--- src/sv/stsu_pkg.sv ---
// ----------------------------------------------------------------------------
// Sliding window trend statistics package
// Widths, register indexes and the job record shared by the front part, the
// job queue and the back part of the trend statistics unit.
// ----------------------------------------------------------------------------
package stsu_pkg;

   localparam int SAMPLE_W   = 24;
   localparam int MAX_WINDOW = 63;
   localparam int PTR_W      = 6;
   localparam int RING_DEPTH = 2 ** PTR_W;
   localparam int SEEN_W     = PTR_W + 1;
   localparam int WLEN_W     = 6;
   localparam int FACTOR_W   = 10;
   localparam int INC_W      = SAMPLE_W + 1;
   localparam int WSUM_W     = 30;
   localparam int WSQ_W      = 54;
   localparam int PIS_W      = 31;
   localparam int CSR_DATA_W = 10;

   // register indexes of the configuration port
   localparam logic CSR_WINDOW_LENGTH = 1'b0;
   localparam logic CSR_BAND_FACTOR   = 1'b1;

   // shared divider
   localparam int DIV_NUM_W = 48;
   localparam int DIV_DEN_W = 24;
   localparam int DIV_CNT_W = 6;

   // quotient bits needed for each division
   localparam logic [DIV_CNT_W-1:0] DIV_BITS_MEAN = 6'd32;
   localparam logic [DIV_CNT_W-1:0] DIV_BITS_REL  = 6'd31;
   localparam logic [DIV_CNT_W-1:0] DIV_BITS_STD  = 6'd32;
   localparam logic [DIV_CNT_W-1:0] DIV_BITS_DIST = 6'd35;

   // result limits
   localparam logic [23:0] STD_MAX    = 24'hFFFFFF;
   localparam logic [25:0] DIST_MAX   = 26'h3FFFFFF;
   localparam logic [15:0] REL_MAX    = 16'h7FFF;
   localparam logic [15:0] REL_MIN    = 16'h8000;
   localparam logic [15:0] SWITCH_MAX = 16'hFFFF;

   // one classified sample handed from the front part to the back part
   typedef struct packed {
      logic [SAMPLE_W-1:0] sample;
      logic [SAMPLE_W-1:0] ref_sample;
      logic                inc_valid;
      logic                dev_valid;
      logic [WLEN_W-1:0]   period;
      logic [PIS_W-1:0]    pis;
      logic [WSUM_W-1:0]   wsum;
      logic [WSQ_W-1:0]    wsq;
   } job_type;

   typedef struct packed {
      logic                 start;
      logic [DIV_NUM_W-1:0] num;
      logic [DIV_DEN_W-1:0] den;
      logic [DIV_CNT_W-1:0] nbits;
   } div_req_type;

   typedef struct packed {
      logic                 done;
      logic [DIV_NUM_W-1:0] quo;
      logic [DIV_DEN_W-1:0] rem;
   } div_rsp_type;

endpackage

--- src/sv/stsu_queue.sv ---
// ----------------------------------------------------------------------------
// Trend statistics job queue
// Two-entry queue between the front part and the back part.
// ----------------------------------------------------------------------------
module stsu_queue import stsu_pkg::*; (
   input  logic    clock,
   input  logic    reset,
   input  logic    push_valid,
   output logic    push_ready,
   input  job_type push_data,
   output logic    pop_valid,
   input  logic    pop_ready,
   output job_type pop_data
);

   job_type    entry_ff [2];
   logic       wr_ptr_ff;
   logic       rd_ptr_ff;
   logic [1:0] count_ff;
   logic       do_push;
   logic       do_pop;

   assign push_ready = (count_ff != 2'd2);
   assign pop_valid  = (count_ff != 2'd0);
   assign pop_data   = entry_ff[rd_ptr_ff];
   assign do_push    = push_valid && push_ready;
   assign do_pop     = pop_valid && pop_ready;

   // store entries
   always_ff @(posedge clock) begin
      if (do_push) begin
         entry_ff[wr_ptr_ff] <= push_data;
      end
   end

   // advance pointers and fill count
   always_ff @(posedge clock) begin
      if (reset) begin
         wr_ptr_ff <= 1'b0;
         rd_ptr_ff <= 1'b0;
         count_ff  <= 2'd0;
      end else begin
         if (do_push) begin
            wr_ptr_ff <= !wr_ptr_ff;
         end
         if (do_pop) begin
            rd_ptr_ff <= !rd_ptr_ff;
         end
         if (do_push && !do_pop) begin
            count_ff <= count_ff + 1'b1;
         end else if (do_pop && !do_push) begin
            count_ff <= count_ff - 1'b1;
         end
      end
   end

endmodule

--- config.mk ---
export PLATFORM = sky130hd
export DESIGN_NAME = stsu_queue
export DESIGN_NICKNAME = d
export VERILOG_FILES = /design/src/sv/stsu_pkg.sv /design/src/sv/stsu_queue.sv
export SDC_FILE = /design/constraint.sdc
export NUM_CORES = 1
export LEC_CHECK = 0
export BUFFER_PORTS_ARGS = -buffer_cell sky130_fd_sc_hd__buf_2
export CAP_MARGIN = 40
export CORE_ASPECT_RATIO = 1.2
export CORE_MARGIN = 2
export CORE_UTILIZATION = 30
export DETAILED_ROUTE_END_ITERATION = 8
export SKIP_LAST_GASP = 1
export SLEW_MARGIN = 20
export SYNTH_ARGS = -nofsm -noshare
export SYNTH_HDL_FRONTEND = slang
export SYNTH_SLANG_ARGS = --single-unit
--- constraint.sdc ---
create_clock -name clock -period 6.4 [get_ports clock]
set_input_delay 1.28 -clock clock [delete_from_list [all_inputs] [get_ports clock]]
set_output_delay 1.28 -clock clock [all_outputs]
set_load 0.03 [all_outputs]
After elaboration in Yosys (flattened, before gate mapping):

Memories as Yosys holds them, arrays and structs flattened. A register that Yosys moved wholly into a read port is not among the register bits.
Cells that the tools add are included.

* add/subtract/negate cells: 2
* equal/unequal tests: 1
* muxes and demuxes: 6
* reduce and logical (&&, ||, !) cells: 10

Operators by type and width (number)
* logical AND 1 bit: 4
* zero test 1 bit: 4
* two-way mux 1 bit: 4
* two-way mux 2 bit: 2
* nonzero test 2 bit: 2
* adder 2 x 1 -> 2 bit (second input constant): 1
* inequality test 2 bit (second input constant): 1
* subtractor 2 x 1 -> 2 bit (second input constant): 1

* flip-flop bits (word level): 4
* bits in writable memories: 342
* bits of input ports: 175
* output and inout port bits: 173
* logic and storage cells: 23
* memories: 1

Memory list
* entry_ff: depth 2, width 171, rd ports 1, clocked after memory_dff 1, write ports 1, RTL line stsu_queue.sv:16 `job_type entry_ff [2];`

Longest topological paths before layout:

Gate-level depths: netlist (run 1).

* depth in word-level cells: 6
* gate-level depth with buffers: 6
* mapped depth without buffers: 6

Worst setup path before layout (run 1):

OpenSTA, ideal clock, no wires.

* path kind: input port to flip-flop
* start: in push_valid
* end: mem entry_ff[1][0] (netlist name) (enable)
* library setup time: 553 ps
* data arrival time: 5246 ps
* data required time: 5847 ps
* setup slack: 601 ps
* stages on the path: 1
* path buffers: 0
* path through: and3_1

* word-level cells in the longest chain between the ends: 3

RTL lines
* start: declaration: RTL line stsu_queue.sv:8 `input logic push_valid,`
* logical AND 1 bit: RTL line stsu_queue.sv:26 `assign do_push = push_valid && push_ready;`
* two-way mux 1 bit: RTL line stsu_queue.sv:31 `if (do_push) begin`
* two-way mux 1 bit (not written as such): RTL line stsu_queue.sv:32 `entry_ff[wr_ptr_ff] <= push_data;`
* end: declaration: RTL line stsu_queue.sv:16

No other way between the ends.

==> impl_metrics.json, run 1 <==
{
  "worst_setup_path_end_kind": "primary output",
  "crit_type": "reg -> out",
  "ant_nets": 0,
  "pwr-share-clk": 0.278,
  "wl_per_cell_um": 17.6,
  "die_w_um": 193,
  "hpwl_mm": 17.7,
  "grt.total_usage": 0.115,
  "antenna_found_initial": 9,
  "core_um2": 42700,
  "tns_ns": 0,
  "vdd_drop_max_uv": 258,
  "grt_first_pass_wirelength_mm": 39.1,
  "routed_wl_mm": 26.5,
  "io_buffers": 347,
  "overflow": 0,
  "post_cts.repair.setup_buffers": 0,
  "cts_buffer_depth": 3,
  "grt_max_degree": 87,
  "die_height_um": 231,
  "path_cells": "buf_4 > mux2_2 > buf_2",
  "p_leak_nw": 6.17,
  "clk_latency_ns": 0.51,
  "final_cell_mix": "buf_2 (347), edfxtp_1 (342), mux2_4 (90)",
  "critPathRequiredTime_ns": 5.12,
  "grt_pass1_vias": 6802,
  "die_area_um2": 44700,
  "num_io_pins": 348,
  "synth.ff_latch_count": 347,
  "start_util": 0.303,
  "synth_warnings": 0,
  "cts_max_level": 2,
  "cts_tree": "built",
  "timing.fmax_mhz": 275,
  "holdCritPathClass": "reg -> reg",
  "ys_types": 19,
  "viasPerCell": 4.28,
  "vias": 6455,
  "nets": 1105,
  "holdBufCountCts": 0,
  "hold_ws_ns": 0.518,
  "num_rows": 83,
  "outcome": "finished clean",
  "p_int_mw": 4.75,
  "clock_tree.root_cell": "clkbuf_16",
  "fin_skew_ns": 0.0105,
  "p_per_area_nw_per_um2": 425,
  "p_seq_frac": 0.421,
  "final_layout_size_suffix_gt1_frac": 0.605,
  "gp_routability_congestion": 0.739,
  "ctsResizeCount": 0,
  "syn_area_per_cell_um2": 23.2,
  "syn-num-nets": 732,
  "crit_arrival_ns": 2.36,
  "min_period_ns": 3.64,
  "worst_pin_slew_ns": 0.705,
  "final_max_slew_viol_count": 0,
  "drt_iter0_drc": 202,
  "swShare": 0.319,
  "ys_seq_area_frac": 0.803,
  "rsz0062_at_grt": "false",
  "cts_buffers": 36,
  "switchingPower_mw": 2.22,
  "cp_max_fo": 45,
  "pwr-share-comb": 0.301,
  "hold_viol": 0,
  "slew_headroom": 0.530,
  "drc": 0,
  "mostFrequentLayoutCell": "buf_2",
  "first_pass_iters": 4,
  "syn_area_um2": 12900,
  "start_kind": "flip-flop",
  "slowest_delay_ns": 0.63,
  "synth_cells": 556,
  "drv_cap": 0,
  "fillCellCount": 3971,
  "cts.sinks": 347,
  "cpMaxStageDelayCell": "dfxtp_4",
  "clk_transition_reported_paths_ns": 0.05,
  "fin_crit_sh": 0.569,
  "area_delta_synth_final_pct": 26.9,
  "finalSetupViolCount": 0
}
==> metrics by stage <==
step | cell area [um^2] | setup WS (ns) | std cells | power, mW | util
final | 16400 | 2.76 | 1508 | 6.98 | 0.384
after global routing | 16400 | 2.57 | 1508 | 7.29 | 0.384
after CTS | 16400 | 2.66 | 1502 | 7.10 | 0.384
after detailed placement | 15300 | 3.20 | 1443 | 5.13 | 0.359
after global placement | 15300 | 3.11 | 1442 | 5.10 | 0.358
after floorplan | 12900 | 0.601 | 556 | 4.60 | -
==> area by class of cell <==
type | instances | area (um^2) | share of cell area
flip-flops and latches | 347 | 10400 | 0.633
multi-input cells | 189 | 2390 | 0.146
repair buffers | 354 | 1850 | 0.113
clock buffers | 44 | 952 | 0.0581
well taps | 552 | 691 | 0.0421
clock inverters | 15 | 126 | 0.00771
diodes | 6 | 15.0 | 0.000915
inverters | 1 | 8.76 | 0.000534
==> cells by family after synthesis <==
kind of cell / count (synthesis) / share of synthesized area
buffers and inverters: 20 / 0.0130
AOI/OAI and AO/OA: 5 / 0.00232
adders and majority gates: 1 / 0.000968
muxes: 171 / 0.175
and+or+nand+nor: 9 / 0.00388
xor gates and xnor gates: 3 / 0.00203
DFF: 347 / 0.803
==> Yosys cell counts (all sizes together) <==
master    n  area (um^2)
buf      19          164
and3      1         6.26
nor2      3         11.3
nand3b    1         7.51
or3       1         6.26
edfxtp  342        10300
mux2    171         2260
or2       1         6.26
o21ai     2         10.0
a21oi     2         10.0
a21bo     1         10.0
nand2b    1         6.26
xor2      3         26.3
ha        1         12.5
and2      1         6.26
inv       1         3.75
dfxtp     5          100
==> registers in the layout, summed over array words and instances, names as in the netlist, named ones only <==
| name | flops |
|---|---|
| count_ff | 2 |
| wr_ptr_ff | 1 |
| rd_ptr_ff | 1 |
| entry_ff | 342 |
==> worst max-delay path, delay by kind of cell (launching register included) <==
| family | cells | cell delay (ns) |
|---|---|---|
| muxes | 1 | 0.42 |
| buffers and inverters | 2 | 0.75 |
| DFF | 1 | 0.63 |
==> final timing paths <==
kind	startpoint	endpoint	slack (ns)	depth (start not counted)
setup / recovery	flip-flop	pop_data[163]	2.76	3
hold / removal	rd_ptr_ff	rd_ptr_ff	0.52	2
setup reg to reg	count_ff[0]	entry_ff[0][11]	4.02	5
hold reg to reg	rd_ptr_ff	rd_ptr_ff	0.52	2
==> power groups by stage <==
stage	clock network (mW)	registers, mW	logic, mW
floorplan	0	2.98	1.62
CTS	2.01	2.94	2.14
global placement	0	2.98	2.12
finish	1.94	2.93	2.10
detailed placement	0	2.99	2.14
global route	2.10	2.97	2.22
==> per-layer routing <==
| layer | GRT usage | part of all wire |
|---|---|---|
| met1 | 0.130 | 0.39 |
| met2 | 0.194 | 0.51 |
| met3 | 0.0393 | 0.072 |
| met4 | 0.0556 | 0.033 |
| met5 | 0 | 0.00098 |
No activity file was read; power rests on OpenSTA's default activity.
==> inputs of run 2 (changes only) <==
==> constraint.sdc (replaced) <==
create_clock -name clock -period 3.78 [get_ports clock]
set_input_delay 0.756 -clock clock [delete_from_list [all_inputs] [get_ports clock]]
set_output_delay 0.756 -clock clock [all_outputs]
set_load 0.03 [all_outputs]
==> run 2 against run 1 <==
Against the previous run:
- via count up 0.25%
- clock skew up 0.0042 ns
- critical path depth unchanged
- core utilization up 0.47 points
- combinational power up 73%
- setup slack worse by 1.9 ns
- critical path type unchanged
- largest power group unchanged
==> impl_metrics.json, run 2 (synthesis results as in run 1) <==
{
  "fin_crit_sh": 0.781,
  "die_w_um": 193,
  "total_power_mw": 12.0,
  "slowest_delay_ns": 0.78,
  "cp_max_fo": 38,
  "worst_pin_slew_ns": 0.696,
  "p_leak_nw": 6.27,
  "wl_per_cell_um": 17.6,
  "clock_tree.root_cell": "clkbuf_16",
  "area_delta_synth_final_pct": 28.5,
  "critPathRequiredTime_ns": 3.02,
  "die_height_um": 231,
  "cts_max_level": 2,
  "clk_latency_ns": 0.52,
  "nets": 1120,
  "grt_max_degree": 48,
  "finalSetupViolCount": 0,
  "overflow": 0,
  "rsz0062_at_grt": "false",
  "reg_top3": "entry_ff x342, count_ff x2",
  "antenna_found_initial": 8,
  "holdCritPathClass": "in -> reg",
  "instances_no_fill": 1527,
  "fin_skew_ns": 0.0147,
  "path_delay_family": "flip-flops",
  "path_buf_inv": 2,
  "largest_reg_flops": 342,
  "ctsResizeCount": 0,
  "vias": 6471,
  "grt.total_usage": 0.116,
  "multiInputGateArea_um2": 2390,
  "first_pass_iters": 4,
  "seq_area_um2": 10400,
  "mostFrequentLayoutCell": "buf_2",
  "post_cts.repair.setup_buffers": 0,
  "slew_headroom": 0.535,
  "final_cell_mix": "buf_2 (347), edfxtp_1 (342), mux2_4 (90)",
  "start_kind": "flip-flop",
  "cpMaxStageDelayCell": "dfxtp_4",
  "vdd_drop_max_uv": 456,
  "num_rows": 83,
  "path_cells": "buf_12 > mux2_4 > buf_2",
  "holdBufCountCts": 0,
  "routed_wl_mm": 26.9,
  "core_um2": 42700,
  "regMostFlops": "entry_ff",
  "grt_pass1_vias": 6875,
  "gp_routability_congestion": 0.735,
  "die_area_um2": 44700,
  "hold_viol": 0,
  "crit_type": "reg -> out",
  "worst_setup_path_end_kind": "primary output",
  "outcome": "finished clean",
  "p_per_area_nw_per_um2": 721,
  "io_buffers": 347,
  "drc": 0,
  "drv_cap": 0,
  "fillCellCount": 3929,
  "min_period_ns": 2.95,
  "ant_nets": 0,
  "regToRegSetupSlack_ns": 1.67,
  "clk_transition_reported_paths_ns": 0.06,
  "viasPerCell": 4.24,
  "grt_first_pass_wirelength_mm": 39.6,
  "final_max_slew_viol_count": 0,
  "drt_iter0_drc": 231,
  "final_layout_size_suffix_gt1_frac": 0.616,
  "start_util": 0.303,
  "dp_cells": 1458,
  "timing.fmax_mhz": 339,
  "crit_arrival_ns": 2.20,
  "cts_buffers": 36,
  "hpwl_mm": 18.5,
  "cts_tree": "built",
  "num_io_pins": 348,
  "cts_buffer_depth": 3,
  "cts.sinks": 347
}
-- run 2: worst register-to-register path: cells and delay by family, from the launching register on --
family        cells  cell delay [ns]
simple gates      2             0.39
flops             1             0.34
buf+inv           2             1.03
-- run 2: area by class of cell --
type,count,area share
clock inverters,15,0.00799
flip-flops and latches,347,0.625
clock buffers,48,0.0589
diodes,6,0.000904
well taps,552,0.0416
repair buffers,369,0.121
multi-input cells,189,0.144
inverters,1,0.000452
-- run 2: per-layer routing --
metal	routed length, um	vias up	track usage
li1	-	2996	-
met1	10600	3189	0.134
met2	13400	238	0.195
met3	2260	44	0.0425
met4	685	4	0.0472
met5	23	-	0
-- run 2: path summary, 6_finish.rpt --
check / start / end / cells after the start
min reg2reg: rd_ptr_ff / rd_ptr_ff / 2
max reg2reg: count_ff[0] / entry_ff[0][33] / 4
min: push_data[74] / entry_ff[1][74] / 1
max: flip-flop / pop_data[157] / 3
-- run 2: power by group --
| part | total (mW) | internal, mW | switching, mW |
|---|---|---|---|
| sequential | 4.98 | 4.80 | 0.180 |
| combinational | 3.64 | 1.40 | 2.24 |
| clock | 3.34 | 1.96 | 1.38 |
-- run 2: metrics by stage --
step                cell area (um^2)  utilization  hold slack (ns)  TNS (ns)  worst slack [ns]
floorplan                      12900            -            0.472     -8.15           -0.0477
global placement               15500        0.363            0.487         0              1.30
detailed placement             15500        0.363            0.500         0              1.28
CTS                            16600        0.389            0.396         0             0.720
global route                   16600        0.389            0.395         0             0.671
finish                         16600        0.389            0.425         0             0.827
==> inputs of run 3 (changes only) <==
--- a/config.mk
+++ b/config.mk
@@ -5,6 +5,7 @@
 export SDC_FILE = /design/constraint.sdc
 export NUM_CORES = 1
 export LEC_CHECK = 0
+export ABC_AREA = 1
 export BUFFER_PORTS_ARGS = -buffer_cell sky130_fd_sc_hd__buf_2
 export CAP_MARGIN = 40
 export CORE_ASPECT_RATIO = 1.2
==> constraint.sdc (replaced) <==
create_clock -name clock -period 2.5 [get_ports clock]
set_input_delay 0.5 -clock clock [delete_from_list [all_inputs] [get_ports clock]]
set_output_delay 0.5 -clock clock [all_outputs]
set_load 0.03 [all_outputs]
==> run 3 against run 2 <==
Against the previous run:
- sequential share of layout area is 0.29 points lower
- final cell count is 0.59% higher
- combinational power is 42% higher
- register-to-register slack worse by 0.79 ns
- die area is 0.12% higher
- critical path type unchanged
==> impl_metrics.json, run 3 <==
{
  "yosys-top-cells-count": "edfxtp_1 (342), mux2_4 (90), mux2_2 (81)",
  "drt_iter0_drc": 274,
  "hold_ws_ns": 0.157,
  "cts_buffers": 37,
  "reg_top3": "entry_ff x342, count_ff x2",
  "rsz0062_at_grt": "true",
  "overflow": 0,
  "core_um2": 42700,
  "rr_worst_depth": 5,
  "placed_area_um2": 15500,
  "synth_edf_count": 342,
  "hold_path.startpoint": "push_data[27]",
  "die_area_um2": 44800,
  "area_delta_synth_final_pct": 28.9,
  "instances_no_fill": 1536,
  "dp_cells": 1466,
  "first_pass_iters": 4,
  "synth_largest_area_cell": "edfxtp_1",
  "fin_util": 0.391,
  "critPathRequiredTime_ns": 2.00,
  "grt_first_pass_wirelength_mm": 39.8,
  "ys_seq_area_frac": 0.802,
  "yosys-top-cells-area": "edfxtp_1 (79%), mux2_4 (10%), mux2_2 (7.1%)",
  "drv_cap": 0,
  "clk_transition_reported_paths_ns": 0.06,
  "final_layout_size_suffix_gt1_frac": 0.605,
  "cts_max_level": 2,
  "num_rows": 83,
  "cts_tree": "built",
  "wl_per_cell_um": 17.5,
  "gp_routability_congestion": 0.765,
  "cts_buffer_depth": 3,
  "cp_max_fo": 32,
  "cpMaxStageDelayCell": "dfxtp_4",
  "die_w_um": 194,
  "worst_setup_path_end_kind": "primary output",
  "path_cells": "buf_12 > buf_16 > mux2_2 > buf_2",
  "start_util": 0.303,
  "final_max_slew_viol_count": 0,
  "vdd_drop_max_uv": 659,
  "reg2reg_from": "count_ff[0]",
  "timing.fmax_mhz": 410,
  "clock_tree.root_cell": "clkbuf_16",
  "routed_wl_mm": 26.9,
  "synth_top_cell_area_share": 0.794,
  "ant_nets": 0,
  "grt.total_usage": 0.116,
  "antenna_found_initial": 10,
  "synth.ff_latch_count": 347,
  "synthFlopType": "edfxtp_1",
  "holdCritPathClass": "in -> reg",
  "largest_reg_flops": 342,
  "design_area_um2": 16700,
  "regToRegSetupSlack_ns": 0.88,
  "syn_area_um2": 12900,
  "vias": 6537,
  "clk_latency_ns": 0.53,
  "holdPathStages": 1,
  "ys_types": 14,
  "syn_area_per_cell_um2": 22.7,
  "regMostFlops": "entry_ff",
  "p_leak_nw": 6.34,
  "min_period_ns": 2.44,
  "grt_max_degree": 87,
  "synth_cells": 569,
  "outcome": "finished clean",
  "final_cell_mix": "buf_2 (347), edfxtp_1 (342), mux2_4 (90)",
  "slowest_delay_ns": 0.37,
  "crit_arrival_ns": 1.94,
  "start_kind": "flip-flop",
  "grt_pass1_vias": 6928,
  "fin_crit_sh": 0.976,
  "cts.sinks": 347,
  "die_height_um": 231,
  "syn-num-nets": 745,
  "drc": 0,
  "post-synth-top-count-cell": "edfxtp_1",
  "worst_pin_slew_ns": 0.564,
  "crit_type": "reg -> out",
  "num_io_pins": 348,
  "slew_headroom": 0.624,
  "holdPathEnd": "entry_ff[1][27]",
  "nets": 1130,
  "finalSetupViolCount": 0,
  "io_buffers": 347,
  "mostFrequentLayoutCell": "buf_2",
  "r2r-end": "entry_ff[0][74]",
  "synth_warnings": 0,
  "hpwl_mm": 18.3,
  "async_flop_share": 0,
  "hold_viol": 0,
  "viasPerCell": 4.26,
  "fin_skew_ns": 0.0155,
  "fillCellCount": 3930,
  "p_per_area_nw_per_um2": 1080
}
==> run 3: per-layer routing <==
layer  track usage  up-vias  wire, um
met5             0        -        54
met4        0.0491        8       896
met3        0.0477       69      2200
met2         0.196      237     13500
met1         0.130     3187     10300
li1              -     3036         -
==> run 3: layout make-up <==
class | count | area (um^2) | area share
timing repair buffer | 365 | 2010 | 0.121
antenna | 4 | 10.0 | 0.000600
tap | 552 | 691 | 0.0414
clock inverter | 21 | 208 | 0.0125
clock buffer | 44 | 952 | 0.0571
sequential | 347 | 10400 | 0.622
inverter | 8 | 30.0 | 0.00180
multi-input combinational | 195 | 2400 | 0.144
==> run 3: critical path, delay by kind of cell (launching register included) <==
kind	cells	cell delay, ns
buffers and inverters	3	0.64
flip-flops	1	0.37
multiplexers	1	0.36
==> run 3: power by group <==
part	leakage, nW	internal, mW	switching, mW
Clock	0.562	3.13	2.13
Combinational	2.54	1.92	3.26
Sequential	3.23	7.36	0.188
==> run 3: worst max-delay path by stage <==
stage                start             end  cells past startpoint
4_1_cts          flip-flop    pop_data[66]                      4
6_report         flip-flop   pop_data[162]                      4
5_1_grt          flip-flop   pop_data[162]                      4
3_5_place_dp     flip-flop    pop_data[64]                      4
2_1_floorplan  count_ff[0]  entry_ff[0][0]                      4
3_3_place_gp     flip-flop    pop_data[66]                      4
==> run 3: cells by family after synthesis <==
kind of cell	count (synthesis)	synth area share
DFF	347	0.802
muxes	171	0.175
AOI/OAI and AO/OA	4	0.00155
adders and majority gates	1	0.000967
and+or+nand+nor	19	0.00590
buffers and inverters	27	0.0150
==> run 3: stage by stage <==
| stage | TNS (ns) | power, mW | setup slack [ns] |
|---|---|---|---|
| 2_1_floorplan | -351.90 | 11.5 | -1.04 |
| 3_3_place_gp | 0 | 12.8 | 0.573 |
| 3_5_place_dp | 0 | 12.9 | 0.566 |
| 4_1_cts | -0.0778 | 18.3 | -0.0237 |
| 5_1_grt | -1.09 | 18.8 | -0.0561 |
| 6_report | 0 | 18.0 | 0.0599 |
==> run 3: repair_timing <==
| item | in CTS | in global routing |
|---|---|---|
| endpoints found under the hold margin | 0 | 0 |
| gates resized for setup | 3 | 1 |
| setup buffers | 0 | 0 |
| hold buffers | 0 | 0 |
| setup endpoints to repair | 13 | 66 |
| cloned | 0 | 1 |
